## config.mk

```make
export PLATFORM = sky130hd
export DESIGN_NAME = mbe_fifo
export DESIGN_NICKNAME = d
export VERILOG_FILES = /design/src/sv/mandelbrot_escape_time_core_assert.svh /design/src/sv/mbe_fifo.sv
export SDC_FILE = /design/constraint.sdc
export NUM_CORES = 1
export LEC_CHECK = 0
export BUFFER_PORTS_ARGS = -buffer_cell sky130_fd_sc_hd__buf_2
export CAP_MARGIN = 25
export CORE_MARGIN = 2
export CORE_UTILIZATION = 25
export DETAILED_ROUTE_END_ITERATION = 8
export SLEW_MARGIN = 40
export SYNTH_ARGS = -nofsm -noshare
export SYNTH_HDL_FRONTEND = slang
export SYNTH_SLANG_ARGS = --single-unit
```

## constraint.sdc

```tcl
create_clock -name clk -period 3.15 [get_ports clk]
set_input_delay 0.63 -clock clk [delete_from_list [all_inputs] [get_ports clk]]
set_output_delay 0.63 -clock clk [all_outputs]
set_load 0.02 [all_outputs]
```

## src/sv/mandelbrot_escape_time_core_assert.svh

```systemverilog
// Assertion macros shared by the escape time core.
`ifndef MANDELBROT_ESCAPE_TIME_CORE_ASSERT_SVH
`define MANDELBROT_ESCAPE_TIME_CORE_ASSERT_SVH

// Same-cycle implication, checked on every rising clock edge out of reset.
`define MBE_ASSERT_IMPL(lbl, ante, cons, msg) \
  lbl: assert property (@(posedge clk) disable iff (!rst_n) (ante) |-> (cons)) \
    else $error(msg);

// Next-cycle implication, checked on every rising clock edge out of reset.
`define MBE_ASSERT_NEXT(lbl, ante, cons, msg) \
  lbl: assert property (@(posedge clk) disable iff (!rst_n) (ante) |=> (cons)) \
    else $error(msg);

`endif

```

## src/sv/mbe_fifo.sv

```systemverilog
// Small first-in first-out queue built from registers.
module mbe_fifo #(
  parameter int WIDTH = 8,
  parameter int DEPTH = 2
) (
  input  logic             clk,
  input  logic             rst_n,
  input  logic             wr_en,
  input  logic [WIDTH-1:0] wr_data,
  output logic             full,
  input  logic             rd_en,
  output logic [WIDTH-1:0] rd_data,
  output logic             empty
);

  localparam int PTR_W = (DEPTH > 1) ? $clog2(DEPTH) : 1;
  localparam int CNT_W = $clog2(DEPTH + 1);
  localparam logic [PTR_W-1:0] LAST_PTR = PTR_W'(DEPTH - 1);
  localparam logic [CNT_W-1:0] FULL_CNT = CNT_W'(DEPTH);

  logic [WIDTH-1:0] mem_r [DEPTH];
  logic [PTR_W-1:0] wr_ptr_r, wr_ptr_nxt;
  logic [PTR_W-1:0] rd_ptr_r, rd_ptr_nxt;
  logic [CNT_W-1:0] count_r, count_nxt;
  logic             do_wr;
  logic             do_rd;

  assign full    = (count_r == FULL_CNT);
  assign empty   = (count_r == '0);
  assign do_wr   = wr_en && !full;
  assign do_rd   = rd_en && !empty;
  assign rd_data = mem_r[rd_ptr_r];

  always_comb begin
    wr_ptr_nxt = wr_ptr_r;
    rd_ptr_nxt = rd_ptr_r;
    count_nxt  = count_r;
    if (do_wr) begin
      wr_ptr_nxt = (wr_ptr_r == LAST_PTR) ? '0 : wr_ptr_r + 1'b1;
    end
    if (do_rd) begin
      rd_ptr_nxt = (rd_ptr_r == LAST_PTR) ? '0 : rd_ptr_r + 1'b1;
    end
    if (do_wr && !do_rd) begin
      count_nxt = count_r + 1'b1;
    end else if (do_rd && !do_wr) begin
      count_nxt = count_r - 1'b1;
    end
  end

  always_ff @(posedge clk) begin
    if (!rst_n) begin
      wr_ptr_r <= '0;
      rd_ptr_r <= '0;
      count_r  <= '0;
    end else begin
      wr_ptr_r <= wr_ptr_nxt;
      rd_ptr_r <= rd_ptr_nxt;
      count_r  <= count_nxt;
    end
  end

  always_ff @(posedge clk) begin
    if (do_wr) begin
      mem_r[wr_ptr_r] <= wr_data;
    end
  end

endmodule

```

==> results.txt <==
The launching element type of the critical path is a flop. The post-cts gate resize count is 0. The vertical die dimension is ~60 microns. The worst slew margin relative to its limit came out at 54.0%. The floorplan die width is between 60 and 70 microns. In this run the worst path has a maximum fanout of 8.

The signed area change from the synthesized netlist to the final layout came out at 22.4%. For this block, the initial DRC count from the detailed router was 11. The number of global-route vias before repair came out at about 430. By instance count, the leading cell after synthesis is sky130_fd_sc_hd__edfxtp_1. The number of top-level pins came out at 22. The tightest min-delay check is of the in -> reg type. Across all layers, the routed design uses between 400 and 500 vias. The clock passes through at most 2 buffers. The total number of nets in the final design came out at 88. The count of nets left with antenna violations once routing finished came out at 0. The number of library cell types mapped by synthesis is 20.

The average vias per placed instance came out at just under 4. The number of antenna violations at the first check in global routing came to 0. The post-layout total power came out at between 700 and 800 uW. The wire length per cell after detailed routing came out at between 10 and 15 microns. The total of fill cells in the finished design came out at around 320.

The post-layout worst setup margin came out at approximately 1.1 ns. The actual slew at the worst max-slew pin is ~0.69 ns. Along the worst hold path, the cell count comes to 1.

The flip-flop and latch count after synthesis came out at 21. In this run the core area contains 20 standard-cell rows. The number of pins exceeding their max-slew limit in the final report came to 0. Of the cells placed in the final design, the portion with a size suffix greater than 1 is 45.9%.

The area share of the leading cell type in the synthesized netlist came out at 59.4%. The hold buffer count at cts is 0. The count of placed standard cells in the final layout, fillers left out came out at 118. The sequential fraction of the synthesis area came out at a little under three quarters.

The count of mapped cells out of synthesis is 50. The final core utilization is about a third. Setup repair after global routing left no endpoint under its margin.

The critical path is of the reg -> out type. The H-tree level count is 1. Buffers placed on the I/O ports in this run total 21. For this run, asynchronously set or reset flops after synthesis account for 0%. Each instance of the synthesized netlist takes up on average around 16 sq um. Of all cell types, the one taking the most synthesized area is sky130_fd_sc_hd__edfxtp_1. By count the netlist is led by 16 x sky130_fd_sc_hd__edfxtp_1, 8 x sky130_fd_sc_hd__mux2_2, 5 x sky130_fd_sc_hd__dfxtp_1, 3 x sky130_fd_sc_hd__and2_1. The initial utilization of the core area, before any placement, comes to between 20% and 30%. In the synthesized netlist the dominant register cell turns out to be sky130_fd_sc_hd__edfxtp_1.

The overflow left after global routing came out at 0. The clock reaches the later pin of the worst-skew pair after 0.29 ns. Setup violations remaining at the end of the flow were counted as 0. The core footprint is slightly above 0.003 sq mm. The data arrival time of the critical path came out at about 1.4 ns. Entering global routing, the biggest net connects 12 pins. The die covers 0.00371 sq mm. The total number of clock tree sinks came out at 21.

The final layout contains routed wiring with a total length of ~1.3 mm. The clock transition at the registers of the reported paths came out at about 0.11 ns. The overall global routing resource usage is 7.59%.

The number of buffers created by CTS is 3. The first global-routing pass estimated between 1.5 and 2 mm of wire. The final period utilization is between 60 and 70%. The ratio of total power to cell area is about 790 mW/mm^2. The cell at the root of the clock tree is sky130_fd_sc_hd__clkbuf_4. Sorting the synthesized cells by area gives the leading types as sky130_fd_sc_hd__edfxtp_1 59%, sky130_fd_sc_hd__dfxtp_1 12%, sky130_fd_sc_hd__mux2_2 11%, sky130_fd_sc_hd__and2_1 2.3%, sky130_fd_sc_hd__xnor2_1 2.2%. For this design the static power due to leakage is between 0.3 and 0.4 nW. The congestion estimate from routability-driven global placement came to 0.672. The synthesized design contains 16 enable-type register cells. STA classifies the critical path endpoint as an output pin. The number of optimization iterations in the first detailed-route pass came out at 2.

The run finished with clean final reports. The worst path required time is roughly 2.5 ns. The total instance count after detailed placement is roughly 110. The antenna diode instance count is 0. Across the VDD grid, the largest voltage drop is roughly 0.16 mV. The number of cell instances on the worst register-to-register path is 6. The number of maximum-capacitance violations is 0.

The peak clock frequency supported by timing is a little under 500 MHz. The number of remaining DRC errors came out at 0. The worst slack after detailed placement is about 1.4 ns. The half-perimeter wire length after detailed placement came out at 1.02 mm. The area of the mapped netlist came out at roughly 810 sq um. The final count of hold timing violations is 0. After clock tree synthesis, the setup repair step added 0 buffers. The clock tree from TritonCTS is yes. During synthesis, Yosys emitted a total of 0 warnings. The maximum clock skew at final layout came out at roughly 0.009 ns. The final critical path time including I/O delays and setup is between 2 and 2.5 ns.

In the final timing run, aggregate negative setup slack is 0 ns. When the netlist entered floorplanning its net count stood at 63.
==> per-stage QoR <==
step / cell area, sq um / hold WS, ns
final: 991 / 0.520
after global placement: 965 / 0.502
after detailed placement: 965 / 0.537
after global routing: 991 / 0.505
after floorplan: 810 / 0.483
after CTS: 991 / 0.509
==> metal layers <==
| layer | up-vias | global-route usage, % | part of all wire (%) | wire length (microns) |
|---|---|---|---|---|
| met5 | - | 0 | 0 | 0 |
| met4 | 0 | 5.59 | 1.4 | 18 |
| met3 | 2 | 1.92 | 6.9 | 91 |
| met2 | 15 | 13.2 | 52 | 678 |
| met1 | 216 | 7.84 | 40 | 528 |
| li1 | 231 | - | - | - |
==> worst max-delay path, stage by stage (launching register included) <==
cell                      delay (ns)
sky130_fd_sc_hd__dfxtp_1        0.55
sky130_fd_sc_hd__mux2_2         0.38
sky130_fd_sc_hd__buf_2          0.16
==> logic make-up after synthesis <==
logic type	count (synthesis)	synth area share [%]
DFF	21	71.7
muxes	8	11.1
adders and majority gates	1	1.55
buffers and inverters	3	1.54
AOI/OAI and AO/OA	5	4.02
xor gates and xnor gates	3	3.25
and+or+nand+nor	9	6.80
==> placed cells by master, fill, tap and decap left out, types with 2 or more instances in the layout <==
cell and count:
sky130_fd_sc_hd__mux2_2 8, sky130_fd_sc_hd__and2_1 3, sky130_fd_sc_hd__buf_2 21, sky130_fd_sc_hd__xnor2_1 2
sky130_fd_sc_hd__edfxtp_1 16, sky130_fd_sc_hd__clkbuf_4 3, sky130_fd_sc_hd__dfxtp_1 5, sky130_fd_sc_hd__nor2_1 2
==> state kept, by name (all words and copies together), names as in the netlist, named ones only <==
signal / count
rd_ptr_r: 1
mem_r: 16
count_r: 2
wr_ptr_r: 1
==> final cells by class <==
class,count,area [sq um],area share [%]
tap,44,55.1,5.56
clock buffer,4,26.3,2.65
inverter,2,7.51,0.758
sequential,21,581,58.6
multi-input combinational,26,216,21.8
timing repair buffer,21,105,10.6
==> final timing paths <==
kind               from          end  slack, ns
min          wr_data[3]  mem_r[0][3]       0.52
max reg2reg  count_r[0]   count_r[1]       1.54
min reg2reg  count_r[1]   count_r[1]       0.56
max                flop   rd_data[4]       1.13
==> where the power goes <==
group          switching (mW)  internal [mW]  total (mW)
Sequential             0.0385          0.354       0.392
Combinational           0.146          0.120       0.266
Clock                  0.0722         0.0492       0.121
Note: power is estimated with default switching activity, not from simulation.
