--- src/sv/mandelbrot_escape_time_core_assert.svh ---
// Assertion macros shared by the escape time core.
`ifndef MANDELBROT_ESCAPE_TIME_CORE_ASSERT_SVH
`define MANDELBROT_ESCAPE_TIME_CORE_ASSERT_SVH

// Same-cycle implication, checked on every rising clock edge out of reset.
`define MBE_ASSERT_IMPL(lbl, ante, cons, msg) \
  lbl: assert property (@(posedge clk) disable iff (!rst_n) (ante) |-> (cons)) \
    else $error(msg);

// Next-cycle implication, checked on every rising clock edge out of reset.
`define MBE_ASSERT_NEXT(lbl, ante, cons, msg) \
  lbl: assert property (@(posedge clk) disable iff (!rst_n) (ante) |=> (cons)) \
    else $error(msg);

`endif

--- src/sv/mbe_pkg.sv ---
// Types, constants and helpers for the escape time core.
package mbe_pkg;

  localparam int DATA_W      = 32;
  localparam int ITER_W      = 16;
  localparam int COORD_W     = 10;
  localparam int SHADE_W     = 8;
  localparam int CFG_IDX_W   = 3;
  localparam int Q_FRAC      = 28;
  localparam int SAT_IN_W    = 48;
  localparam int QUEUE_DEPTH = 2;

  typedef enum logic [CFG_IDX_W-1:0] {
    REG_MIN_REAL   = 3'd0,
    REG_MIN_IMAG   = 3'd1,
    REG_STEP_REAL  = 3'd2,
    REG_STEP_IMAG  = 3'd3,
    REG_ITER_LIMIT = 3'd4,
    REG_ESC_THRESH = 3'd5
  } cfg_reg_t;

  localparam logic [DATA_W-1:0] RST_MIN_REAL   = 32'hE000_0000;
  localparam logic [DATA_W-1:0] RST_MIN_IMAG   = 32'hF000_0000;
  localparam logic [DATA_W-1:0] RST_STEP_REAL  = 32'd786432;
  localparam logic [DATA_W-1:0] RST_STEP_IMAG  = 32'd524288;
  localparam logic [ITER_W-1:0] RST_ITER_LIMIT = 16'd256;
  localparam logic [DATA_W-1:0] RST_ESC_THRESH = 32'd1073741824;

  localparam logic signed [DATA_W-1:0] Q_MAX = 32'sh7FFF_FFFF;
  localparam logic signed [DATA_W-1:0] Q_MIN = 32'sh8000_0000;

  typedef struct packed {
    logic signed [DATA_W-1:0] min_real;
    logic signed [DATA_W-1:0] min_imag;
    logic signed [DATA_W-1:0] step_real;
    logic signed [DATA_W-1:0] step_imag;
    logic [ITER_W-1:0]        iter_limit;
    logic [DATA_W-1:0]        escape_threshold;
  } cfg_t;

  typedef struct packed {
    logic [COORD_W-1:0]       column;
    logic [COORD_W-1:0]       row;
    logic signed [DATA_W-1:0] c_real;
    logic signed [DATA_W-1:0] c_imag;
  } point_t;

  typedef struct packed {
    logic [COORD_W-1:0] column;
    logic [COORD_W-1:0] row;
    logic [ITER_W-1:0]  iterations;
    logic               inside_res;
    logic [SHADE_W-1:0] shade;
  } result_t;

  // Clamps a wide signed value to the signed 32-bit range.
  function automatic logic signed [DATA_W-1:0] sat32(input logic signed [SAT_IN_W-1:0] x);
    logic hi_ones;
    logic hi_zeros;
    hi_ones  = &x[SAT_IN_W-1:DATA_W-1];
    hi_zeros = ~|x[SAT_IN_W-1:DATA_W-1];
    if (hi_ones || hi_zeros) begin
      return x[DATA_W-1:0];
    end else if (x[SAT_IN_W-1]) begin
      return Q_MIN;
    end else begin
      return Q_MAX;
    end
  endfunction

endpackage

--- src/sv/mbe_front.sv ---
// Front end: takes pixels, drops those outside the image and maps the rest to points.
module mbe_front #(
  parameter int IMAGE_COLS = 1024,
  parameter int IMAGE_ROWS = 1024
) (
  input  logic                          clk,
  input  logic                          rst_n,
  input  mbe_pkg::cfg_t                 cfg,
  input  logic                          push,
  input  logic [mbe_pkg::COORD_W-1:0]   in_column,
  input  logic [mbe_pkg::COORD_W-1:0]   in_row,
  output logic                          full,
  output logic                          q_push,
  output mbe_pkg::point_t               q_data,
  input  logic                          q_full
);

  import mbe_pkg::*;

  localparam int LIM_W = 17;
  localparam logic [LIM_W-1:0] COL_LIM = LIM_W'(IMAGE_COLS);
  localparam logic [LIM_W-1:0] ROW_LIM = LIM_W'(IMAGE_ROWS);
  localparam int PROD_W = DATA_W + COORD_W + 1;

  typedef enum logic [1:0] {
    F_IDLE,
    F_MUL,
    F_ADD,
    F_PUSH
  } front_state_t;

  front_state_t              state_r;
  logic [COORD_W-1:0]        col_r;
  logic [COORD_W-1:0]        row_r;
  logic signed [PROD_W-1:0]  prod_re_r;
  logic signed [PROD_W-1:0]  prod_im_r;
  logic signed [DATA_W-1:0]  cr_r;
  logic signed [DATA_W-1:0]  ci_r;
  logic signed [COORD_W:0]   col_s;
  logic signed [COORD_W:0]   row_s;
  logic                      in_image;

  assign full     = (state_r != F_IDLE);
  assign in_image = (LIM_W'(in_column) < COL_LIM) && (LIM_W'(in_row) < ROW_LIM);
  assign col_s    = $signed({1'b0, col_r});
  assign row_s    = $signed({1'b0, row_r});

  assign q_push        = (state_r == F_PUSH);
  assign q_data.column = col_r;
  assign q_data.row    = row_r;
  assign q_data.c_real = cr_r;
  assign q_data.c_imag = ci_r;

  always_ff @(posedge clk) begin
    if (!rst_n) begin
      state_r <= F_IDLE;
    end else begin
      case (state_r)
        F_IDLE: begin
          if (push && in_image) begin
            col_r   <= in_column;
            row_r   <= in_row;
            state_r <= F_MUL;
          end
        end
        F_MUL: begin
          prod_re_r <= PROD_W'(col_s) * PROD_W'(cfg.step_real);
          prod_im_r <= PROD_W'(row_s) * PROD_W'(cfg.step_imag);
          state_r   <= F_ADD;
        end
        F_ADD: begin
          cr_r    <= sat32(SAT_IN_W'(cfg.min_real) + SAT_IN_W'(prod_re_r));
          ci_r    <= sat32(SAT_IN_W'(cfg.min_imag) + SAT_IN_W'(prod_im_r));
          state_r <= F_PUSH;
        end
        F_PUSH: begin
          if (!q_full) begin
            state_r <= F_IDLE;
          end
        end
        default: begin
          state_r <= F_IDLE;
        end
      endcase
    end
  end

endmodule

--- config.mk ---
export PLATFORM = sky130hd
export DESIGN_NAME = mbe_front
export DESIGN_NICKNAME = d
export VERILOG_FILES = /design/src/sv/mandelbrot_escape_time_core_assert.svh /design/src/sv/mbe_pkg.sv /design/src/sv/mbe_front.sv
export SDC_FILE = /design/constraint.sdc
export NUM_CORES = 2
export LEC_CHECK = 0
export BUFFER_PORTS_ARGS = -buffer_cell sky130_fd_sc_hd__buf_4
export CORE_AREA = 8 8 334 206
export DETAILED_ROUTE_END_ITERATION = 12
export DIE_AREA = 0 0 342 214
export HOLD_SLACK_MARGIN = 0.15
export PLACE_DENSITY = 0.71
export SKIP_LAST_GASP = 1
export SYNTH_ARGS = -nofsm -noshare
export SYNTH_HDL_FRONTEND = slang
export SYNTH_SLANG_ARGS = --single-unit
export TNS_END_PERCENT = 1
--- constraint.sdc ---
create_clock -name clk -period 14.4 [get_ports clk]
set_input_delay 2.16 -clock clk [delete_from_list [all_inputs] [get_ports clk]]
set_output_delay 2.16 -clock clk [all_outputs]
set_load 0.03 [all_outputs]
==> results.json <==
{
  "drt.antenna.violating_nets": 0,
  "critical_path.startpoint": "cfg[85]",
  "total_die_area_sq_um": 73200,
  "drt_iter0_markers": 2108,
  "final.period_utilization_pct": 57.1,
  "worstPathMaxFanout": 10,
  "cp.required_ns": 14.62,
  "place.gp.congestion": 0.944,
  "grt_start_max_net_pins": 87,
  "finalSetupTns_ns": 0,
  "tritoncts_clock_tree": "built",
  "timing.rr.start": "col_r[5]",
  "mapped_avg_cell_area_sq_um": 9.12,
  "slew_headroom_pct": 24.1,
  "h-tree-depth": 4,
  "dp_area_sq_um": 35300,
  "syn_inst_count": 3607,
  "period_needed_ns": 8.23,
  "min_path_type": "reg -> reg",
  "syn-cell-area_sq_um": 32900,
  "final.hold.worst_slack_ns": 0.567,
  "setup.worst_path.start_class": "input pin",
  "n_fill_cell": 5675,
  "first_pass_grt_wire_length_microns": 141000,
  "grt_setup_unrepaired": "no",
  "nets": 4747,
  "first_global_vias": 25700,
  "worst_r2r_setup_slack_ns": 7.32,
  "synth.lib_cells_used.distinct": 73,
  "drt_pre_antenna_iters": 5,
  "timing.rr.end": "prod_re_r[41]",
  "place_worst_setup_slack_ns": 5.76,
  "syn-num-nets": 4631,
  "crit_arrival_ns": 8.45,
  "synth_seq_cells": 172,
  "final_cell_mix": "inv_1, fa_1, nand2_1, and2_1, ha_1",
  "yosysWarningCount": 0,
  "grt_overflow_total": 0,
  "final_max_slew_viol_count": 0,
  "reg2reg_depth": 22,
  "groute.usage.overall_pct": 23.9,
  "share_of_cells_above_drive_strength_1_pct": 8.81,
  "number_of_flops_mapped_to_enable_cells_by_yosys": 170,
  "final_cell_area_sq_um": 35900,
  "hold_path_startpoint": "state_r[1]",
  "estimated_wirelength_of_the_detail_placed_design_microns": 71400,
  "run_status": "finished, final reports clean",
  "core_area_sq_um": 63800,
  "clock_path_buffers": 2,
  "max_cap_violations": 0,
  "die-height_microns": 214,
  "clk-insertion-delay-late_ns": 0.47,
  "io_pins": 286,
  "post-cts-setup-buffer-count": 0,
  "clk_pin_slew_worst_paths_ns": 0.07,
  "ys.flop_type": "edfxtp_1",
  "clock-skew-final_ns": 0.0187,
  "critical_path.endpoint_type": "flip-flop",
  "routed_wl_microns": 86100,
  "post_cts_resized": 0,
  "hold-path-endpoint": "state_r[1]",
  "cts_root_buffer": "clkbuf_16",
  "timing.hold.worst_path_depth": 2,
  "core.rowCount": 72,
  "timing.final.hold_violations": 0,
  "hold_buffers_post_cts": 0,
  "die_x_microns": 342,
  "drt-wirelength-per-cell_microns": 18.8,
  "tightest_slew_ns": 1.14,
  "final_common_cell": "inv_1",
  "detail_route.vias_per_cell": 5.47,
  "worst-setup-path-type": "in -> reg",
  "dr_total_vias": 25100,
  "ys_async_sr_fraction_pct": 0,
  "floorplan.initialDensity_pct": 51.6,
  "drcViolationCount": 0,
  "achievable-frequency_mhz": 122,
  "place.port_buffers": 237,
  "ys_seq_area_share_pct": 15.6,
  "antenna_found_initial": 8,
  "area_growth_syn_to_layout_pct": 8.98,
  "report.final.setup_viol": 0,
  "flip_flop_and_latch_area_sq_um": 5140,
  "tritoncts.num_buffers": 17,
  "setup_ws_ns": 6.17,
  "cts.sinks": 172,
  "multi_input_comb_area_sq_um": 24600
}
[registers in the layout, summed over array words and instances (netlist names)]
register and count:
ci_r 32, col_r 10, prod_re_r 43, row_r 10, prod_im_r 43, cr_r 32
state_r 2
[final cells by class]
type | count | share of cell area [%]
multi-input combinational | 2597 | 68.5
sequential | 172 | 14.4
inverter | 673 | 7.05
timing repair buffer | 262 | 5.49
tap | 851 | 2.97
clock buffer | 18 | 1.20
clock inverter | 14 | 0.447
antenna | 2 | 0.0140
[cells by family after synthesis]
kind of cell / synth area share (%)
multiplexers: 0.0913
adder cells (fa/ha/maj): 43.8
AND/OR/NAND/NOR: 15.3
AO/OA/AOI/OAI: 11.2
XOR/XNOR: 4.13
flip-flops: 15.6
buffers and inverters: 9.74
[worst max path at each step]
stage                                to  slack, ns  cells after the start
after floorplan           prod_re_r[41]       6.41                     22
after global placement    prod_re_r[41]       5.84                     22
after detailed placement  prod_re_r[41]       5.76                     22
after CTS                 prod_re_r[41]       6.26                     22
after global routing      prod_re_r[41]       5.97                     22
final                     prod_re_r[41]       6.17                     22
[synth_stat cells, types with 75 or more instances]
library cell / count / area, sq um
a21o_1: 75 / 563
inv_1: 673 / 2530
fa_1: 548 / 11000
and2_1: 299 / 1870
ha_1: 276 / 3450
nand2_1: 470 / 1760
a21oi_1: 202 / 1010
xnor2_1: 102 / 893
clkbuf_1: 151 / 567
o21ai_0: 93 / 465
edfxtp_1: 170 / 5100
nor2_1: 109 / 409
[through the flow]
stage,std cells,util (%)
3_5_place_dp,4555,55.3
5_1_grt,4588,56.2
4_1_cts,4587,56.2
3_3_place_gp,4555,55.3
2_1_floorplan,3607,-
6_report,4589,56.2
[critical path, stage by stage]
cell and delay (ns):
buf_4 0.17, and2_1 0.18, fa_1 0.53, inv_1 0.05
fa_1 0.54, inv_1 0.05, fa_1 0.45, fa_1 0.49
inv_1 0.05, fa_1 0.47, inv_1 0.04, ha_1 0.34
a21oi_1 0.11, nor3b_1 0.16, a221oi_1 0.59, a311oi_1 0.29
or2_2 0.44, or4_1 0.56, a31o_2 0.26, o2111a_1 0.26
o21ai_1 0.15, xor2_1 0.09
[layer usage]
metal | GRT usage [%] | part of all wire (%) | vias to the layer above
met2 | 32.4 | 38 | 1021
li1 | - | - | 11700
met4 | 4.13 | 1.2 | 12
met1 | 38.2 | 50 | 12300
met3 | 6.29 | 10 | 61
met5 | 0 | 0.086 | -
Power is left out: the tool's default activity adds up to more than one toggle a clock period on the data nets, which glitch-free logic cannot reach.
