`src/sv/mandelbrot_escape_time_core_assert.svh`:
```
// Assertion macros shared by the escape time core.
`ifndef MANDELBROT_ESCAPE_TIME_CORE_ASSERT_SVH
`define MANDELBROT_ESCAPE_TIME_CORE_ASSERT_SVH

// Same-cycle implication, checked on every rising clock edge out of reset.
`define MBE_ASSERT_IMPL(lbl, ante, cons, msg) \
  lbl: assert property (@(posedge clk) disable iff (!rst_n) (ante) |-> (cons)) \
    else $error(msg);

// Next-cycle implication, checked on every rising clock edge out of reset.
`define MBE_ASSERT_NEXT(lbl, ante, cons, msg) \
  lbl: assert property (@(posedge clk) disable iff (!rst_n) (ante) |=> (cons)) \
    else $error(msg);

`endif

```
`src/sv/mbe_pkg.sv`:
```
// Types, constants and helpers for the escape time core.
package mbe_pkg;

  localparam int DATA_W      = 32;
  localparam int ITER_W      = 16;
  localparam int COORD_W     = 10;
  localparam int SHADE_W     = 8;
  localparam int CFG_IDX_W   = 3;
  localparam int Q_FRAC      = 28;
  localparam int SAT_IN_W    = 48;
  localparam int QUEUE_DEPTH = 2;

  typedef enum logic [CFG_IDX_W-1:0] {
    REG_MIN_REAL   = 3'd0,
    REG_MIN_IMAG   = 3'd1,
    REG_STEP_REAL  = 3'd2,
    REG_STEP_IMAG  = 3'd3,
    REG_ITER_LIMIT = 3'd4,
    REG_ESC_THRESH = 3'd5
  } cfg_reg_t;

  localparam logic [DATA_W-1:0] RST_MIN_REAL   = 32'hE000_0000;
  localparam logic [DATA_W-1:0] RST_MIN_IMAG   = 32'hF000_0000;
  localparam logic [DATA_W-1:0] RST_STEP_REAL  = 32'd786432;
  localparam logic [DATA_W-1:0] RST_STEP_IMAG  = 32'd524288;
  localparam logic [ITER_W-1:0] RST_ITER_LIMIT = 16'd256;
  localparam logic [DATA_W-1:0] RST_ESC_THRESH = 32'd1073741824;

  localparam logic signed [DATA_W-1:0] Q_MAX = 32'sh7FFF_FFFF;
  localparam logic signed [DATA_W-1:0] Q_MIN = 32'sh8000_0000;

  typedef struct packed {
    logic signed [DATA_W-1:0] min_real;
    logic signed [DATA_W-1:0] min_imag;
    logic signed [DATA_W-1:0] step_real;
    logic signed [DATA_W-1:0] step_imag;
    logic [ITER_W-1:0]        iter_limit;
    logic [DATA_W-1:0]        escape_threshold;
  } cfg_t;

  typedef struct packed {
    logic [COORD_W-1:0]       column;
    logic [COORD_W-1:0]       row;
    logic signed [DATA_W-1:0] c_real;
    logic signed [DATA_W-1:0] c_imag;
  } point_t;

  typedef struct packed {
    logic [COORD_W-1:0] column;
    logic [COORD_W-1:0] row;
    logic [ITER_W-1:0]  iterations;
    logic               inside_res;
    logic [SHADE_W-1:0] shade;
  } result_t;

  // Clamps a wide signed value to the signed 32-bit range.
  function automatic logic signed [DATA_W-1:0] sat32(input logic signed [SAT_IN_W-1:0] x);
    logic hi_ones;
    logic hi_zeros;
    hi_ones  = &x[SAT_IN_W-1:DATA_W-1];
    hi_zeros = ~|x[SAT_IN_W-1:DATA_W-1];
    if (hi_ones || hi_zeros) begin
      return x[DATA_W-1:0];
    end else if (x[SAT_IN_W-1]) begin
      return Q_MIN;
    end else begin
      return Q_MAX;
    end
  endfunction

endpackage

```
`src/sv/mbe_engine.sv`:
```
// Back end: iterates z = z*z + c on one shared multiplier and forms the result.
module mbe_engine (
  input  logic              clk,
  input  logic              rst_n,
  input  mbe_pkg::cfg_t     cfg,
  input  mbe_pkg::point_t   q_data,
  input  logic              q_empty,
  output logic              q_pop,
  output logic              res_push,
  output mbe_pkg::result_t  res_data,
  input  logic              res_full
);

  import mbe_pkg::*;

  localparam int PROD_W = 2 * DATA_W;
  localparam int SQ_W   = PROD_W - Q_FRAC;
  localparam int MAG_W  = SQ_W;
  localparam int XP_W   = PROD_W - Q_FRAC + 1;
  localparam int SUM_W  = 40;

  typedef enum logic [2:0] {
    B_IDLE,
    B_CHK,
    B_SQI,
    B_ESC,
    B_UPD,
    B_RES
  } engine_state_t;

  engine_state_t             state_r;
  point_t                    pt_r;
  logic signed [DATA_W-1:0]  zr_r;
  logic signed [DATA_W-1:0]  zi_r;
  logic [ITER_W-1:0]         k_r;
  logic signed [PROD_W-1:0]  prod_r;
  logic signed [SQ_W-1:0]    r2_r;
  logic signed [SQ_W-1:0]    i2_r;
  logic                      inside_r;
  logic signed [DATA_W-1:0]  mul_a;
  logic signed [DATA_W-1:0]  mul_b;
  logic signed [SQ_W-1:0]    i2;
  logic [MAG_W-1:0]          mag;
  logic                      escaped;
  logic signed [XP_W-1:0]    xp;
  logic signed [SUM_W-1:0]   nr_sum;
  logic signed [SUM_W-1:0]   ni_sum;

  always_comb begin
    case (state_r)
      B_CHK: begin
        mul_a = zr_r;
        mul_b = zr_r;
      end
      B_SQI: begin
        mul_a = zi_r;
        mul_b = zi_r;
      end
      default: begin
        mul_a = zr_r;
        mul_b = zi_r;
      end
    endcase
  end

  assign i2      = prod_r[PROD_W-1:Q_FRAC];
  assign mag     = MAG_W'(r2_r[SQ_W-2:0]) + MAG_W'(i2[SQ_W-2:0]);
  assign escaped = (mag >= MAG_W'(cfg.escape_threshold));
  assign xp      = prod_r[PROD_W-1:Q_FRAC-1];
  assign nr_sum  = SUM_W'(r2_r) - SUM_W'(i2_r) + SUM_W'(pt_r.c_real);
  assign ni_sum  = SUM_W'(xp) + SUM_W'(pt_r.c_imag);

  assign q_pop    = (state_r == B_IDLE) && !q_empty;
  assign res_push = (state_r == B_RES);

  assign res_data.column     = pt_r.column;
  assign res_data.row        = pt_r.row;
  assign res_data.iterations = k_r;
  assign res_data.inside_res = inside_r;
  assign res_data.shade      = inside_r ? '0 : k_r[SHADE_W-1:0];

  always_ff @(posedge clk) begin
    if (!rst_n) begin
      state_r <= B_IDLE;
    end else begin
      case (state_r)
        B_IDLE: begin
          if (!q_empty) begin
            pt_r    <= q_data;
            zr_r    <= '0;
            zi_r    <= '0;
            k_r     <= '0;
            state_r <= B_CHK;
          end
        end
        B_CHK: begin
          if (k_r == cfg.iter_limit) begin
            inside_r <= 1'b1;
            state_r  <= B_RES;
          end else begin
            prod_r  <= PROD_W'(mul_a) * PROD_W'(mul_b);
            state_r <= B_SQI;
          end
        end
        B_SQI: begin
          r2_r    <= prod_r[PROD_W-1:Q_FRAC];
          prod_r  <= PROD_W'(mul_a) * PROD_W'(mul_b);
          state_r <= B_ESC;
        end
        B_ESC: begin
          i2_r <= i2;
          if (escaped) begin
            inside_r <= 1'b0;
            state_r  <= B_RES;
          end else begin
            prod_r  <= PROD_W'(mul_a) * PROD_W'(mul_b);
            state_r <= B_UPD;
          end
        end
        B_UPD: begin
          zr_r    <= sat32(SAT_IN_W'(nr_sum));
          zi_r    <= sat32(SAT_IN_W'(ni_sum));
          k_r     <= k_r + 1'b1;
          state_r <= B_CHK;
        end
        B_RES: begin
          if (!res_full) begin
            state_r <= B_IDLE;
          end
        end
        default: begin
          state_r <= B_IDLE;
        end
      endcase
    end
  end

endmodule

```
`config.mk`:
```
export PLATFORM = sky130hd
export DESIGN_NAME = mbe_engine
export DESIGN_NICKNAME = d
export VERILOG_FILES = /design/src/sv/mandelbrot_escape_time_core_assert.svh /design/src/sv/mbe_pkg.sv /design/src/sv/mbe_engine.sv
export SDC_FILE = /design/constraint.sdc
export NUM_CORES = 2
export LEC_CHECK = 0
export BUFFER_PORTS_ARGS = -buffer_cell sky130_fd_sc_hd__buf_4
export CORE_MARGIN = 2
export CORE_UTILIZATION = 50
export CTS_CLUSTER_DIAMETER = 50
export DETAILED_ROUTE_END_ITERATION = 7
export PLACE_DENSITY = 0.66
export SETUP_SLACK_MARGIN = 0.1
export SLEW_MARGIN = 25
export SYNTH_ARGS = -nofsm -noshare
export SYNTH_HDL_FRONTEND = slang
export SYNTH_SLANG_ARGS = --single-unit
```
`constraint.sdc`:
```
create_clock -name clk -period 13.2 [get_ports clk]
set_input_delay 1.98 -clock clk [delete_from_list [all_inputs] [get_ports clk]]
set_output_delay 1.98 -clock clk [all_outputs]
set_load 0.01 [all_outputs]
```
==> run_results.csv <==
group,metric,value,unit
clocking,cts_root_buffer,"clkbuf_16",
worst_hold_path,min_path_type,"reg -> reg",
synth,synth_mux_area_share,1.80,%
global_routing,grt.overflow.total,0,
final_layout,num-fill-cells,9191,
final_layout,multiInputGateArea,0.0389,sq mm
clocking,post_cts_buffers,0,
global_routing,grt.met2_usage,47.3,%
floorplan,num_rows,118,
setup_path,max_stage_delay,940,ps
synth,synthXorXnorAreaFrac,2.75,%
final_layout,syn2layout_area_growth,8.30,%
setup_path,required,13490,ps
setup_path,startpoint_type,"register",
setup_path,arrival,11520,ps
global_routing,grt_max_degree,68,
place,place_inst,6854,
floorplan,core,0.103,sq mm
final_layout,fin_cells,6917,
synth,ys_types,85,
synth,synthSimpleGateAreaFrac,12.1,%
final_layout,nets,7218,
final_layout,regArea,0.00829,sq mm
clocking,ctsHtreeMaxLevel,2,
drt,wl_per_cell,21.5,um
global_routing,grt_util_met1,38.0,%
run,drv_cap,0,
place,io_buffer_count,182,
setup_path,endpoint_kind,"register",
synth,synth_top_family_by_area,"adder cells",
drt,antenna_left,0,
global_routing,grt.total_usage,28.8,%
sta,fmax,89.1,MHz
setup_path,worstPathMaxFanout,30,
drt,drc,0,
sta,setup-violations-final,0,
floorplan,die_h,327,um
global_routing,antenna_found_initial,1,
global_routing,met3_usage,5.01,%
sta,min_period_over_period,85.0,%
setup_path,crit_type,"reg -> reg",
setup_path,rrSetupSlack,1970,ps
place,gp_congestion,0.948,
synth,synth_area,0.0522,sq mm
synth,ys_warn_count,0,
synth,synthAdderAreaFrac,50.6,%
synth,synthCells,5416,
global_routing,grt_pass1_vias,40900,
final_layout,drive_gt1_share,8.04,%
sta,hold_viol_final,0,
sta,setup_tns,0,ps
global_routing,grt_pass1_wl,234000,um
final_layout,finish.instance_area,0.0566,sq mm
drt,vias_per_cell,5.53,
synth,syn-num-nets,7122,
synth,synth_area_per_cell,9.64,sq um
sta,min_period,11230,ps
clocking,clockBufferDepth,3,
clocking,clock_latency,540,ps
clocking,postCtsHoldBufs,0,
sta,rsz0062_at_grt,"no",
synth,synth_compound_area_share,6.61,%
setup_path,cpMostUsedCell,"fa_1",
synth,ys_async_sr_fraction,0,%
place,placed_cell_area,0.0554,sq mm
synth,synth_edf_count,274,
sta,slew_headroom,24.7,%
clocking,cts_resized,0,
place,dpl.hpwl,118000,um
run_status,status,"finished clean",
global_routing,top_usage_layer,"met2",
synth,synth_seq_area_share,15.9,%
floorplan,io_pins,311,
floorplan,start_util,50.5,%
setup_path,cp_top_family,"adder cells",
drt,drt_iter0_drc,3202,
floorplan,die_x,327,um
sta,timing.final.max_slew_violations,0,
clocking,cts_sinks,277,
setup_path,path_buf_inv,3,
setup_path,critPathSlowestCell,"mux2i_4",
synth,synthFlopType,"edfxtp_1",
drt,finalWirelength,149000,um
clocking,cts_tree,"yes",
sta,worst_pin_slew,1110,ps
drt,first_pass_iters,5,
synth,synth-seq-cells,277,
drt,via_count,38200,
clocking,numCtsBuffers,34,
clocking,path_clk_slew,60,ps
sta,finClkSkew,36.4,ps
floorplan,die_area,0.107,sq mm
worst register-to-register path: cells and delay by family, from the launching register on:
| kind | cells | cell delay [ps] |
|---|---|---|
| xor+xnor | 1 | 80 |
| compound gates | 10 | 3100 |
| fa+ha+maj | 9 | 4360 |
| simple gates | 3 | 1480 |
| flops | 1 | 590 |
| mux | 1 | 940 |
| buf+inv | 3 | 450 |
synth_stat cells, drive strengths merged (20+ instances only):
cell	count	area, sq um
edfxtp	274	8230
mux2	32	360
o21ai	130	767
and2	20	125
xnor2	89	780
fa	1119	22400
o21a	24	180
nand2	645	2420
a21o	83	624
inv	1180	4430
ha	323	4040
nor3	23	115
nand2b	28	175
nand4	24	150
nand3	43	215
buf	43	269
mux2i	58	581
clkbuf	170	638
o21bai	27	203
a21oi	164	825
nor2b	29	181
nor2	620	2330
xor2	75	657
routing by layer:
layer / up-vias / wire length (um)
met5: - / 7
met4: 2 / 7200
met3: 389 / 12500
met2: 1573 / 70700
met1: 19500 / 58200
li1: 16700 / -
state kept, by name, indices dropped and copies added (netlist names):
name,flops
i2_r,36
inside_r,1
k_r,16
prod_r,37
pt_r,64
r2_r,36
res_data,20
state_r,3
zi_r,32
zr_r,32
through the flow:
| step | worst slack [ps] | hold slack, ps | util, % |
|---|---|---|---|
| after floorplan | 3440 | 449 | - |
| after global placement | 2200 | 507 | 53.5 |
| after detailed placement | 2090 | 502 | 53.5 |
| after CTS | 2070 | 516 | 54.6 |
| after global routing | 1590 | 520 | 54.7 |
| final | 1970 | 517 | 54.7 |
final cells by class:
cell class | instances | area share (%)
clock inverter | 19 | 0.389
inverter | 1181 | 7.84
timing repair buffer | 273 | 3.74
tap | 1380 | 3.05
antenna | 1 | 0.00442
sequential | 277 | 14.7
clock buffer | 41 | 1.59
multi-input combinational | 3745 | 68.7
logic make-up (layout without fill, tap and decap cells):
family | count (synthesis) | count (layout)
compound gates | 530 | 530
xor+xnor | 164 | 164
fa+ha+maj | 1442 | 1442
buf+inv | 1394 | 1514
flops | 277 | 277
mux | 90 | 90
other cells | 0 | 1
simple gates | 1519 | 1519
cell usage in the layout (no fill, tap or decap), drive strengths merged, types with 13 or more instances in the layout:
master / synthesis / final
inv: 1180 / 1186
fa: 1119 / 1119
nand2: 645 / 645
nor2: 620 / 620
ha: 323 / 323
edfxtp: 274 / 274
buf: 43 / 273
a21oi: 164 / 164
o21ai: 130 / 130
xnor2: 89 / 89
a21o: 83 / 83
xor2: 75 / 75
mux2i: 58 / 58
nand3: 43 / 43
clkbuf: 170 / 41
mux2: 32 / 32
nor2b: 29 / 29
nand2b: 28 / 28
o21bai: 27 / 27
o21a: 24 / 24
nand4: 24 / 24
nor3: 23 / 23
and2: 20 / 20
or3: 19 / 19
o211ai: 17 / 17
and3: 14 / 14
nor4: 13 / 13
or2: 13 / 13
final timing paths:
path                                              to                    start  depth (start not counted)
worst min register to register    r2_r[35]$_DFFE_PP_     prod_r[63]$_DFFE_PP_                          0
worst min-delay path              r2_r[35]$_DFFE_PP_     prod_r[63]$_DFFE_PP_                          0
worst max-delay path            prod_r[44]$_DFFE_PP_  state_r[0]$_SDFFE_PN0P_                         27
worst max register to register  prod_r[44]$_DFFE_PP_  state_r[0]$_SDFFE_PN0P_                         27
Power is not shown: default switching activity piles up to over one toggle a cycle in this logic, so the estimate is an artifact.
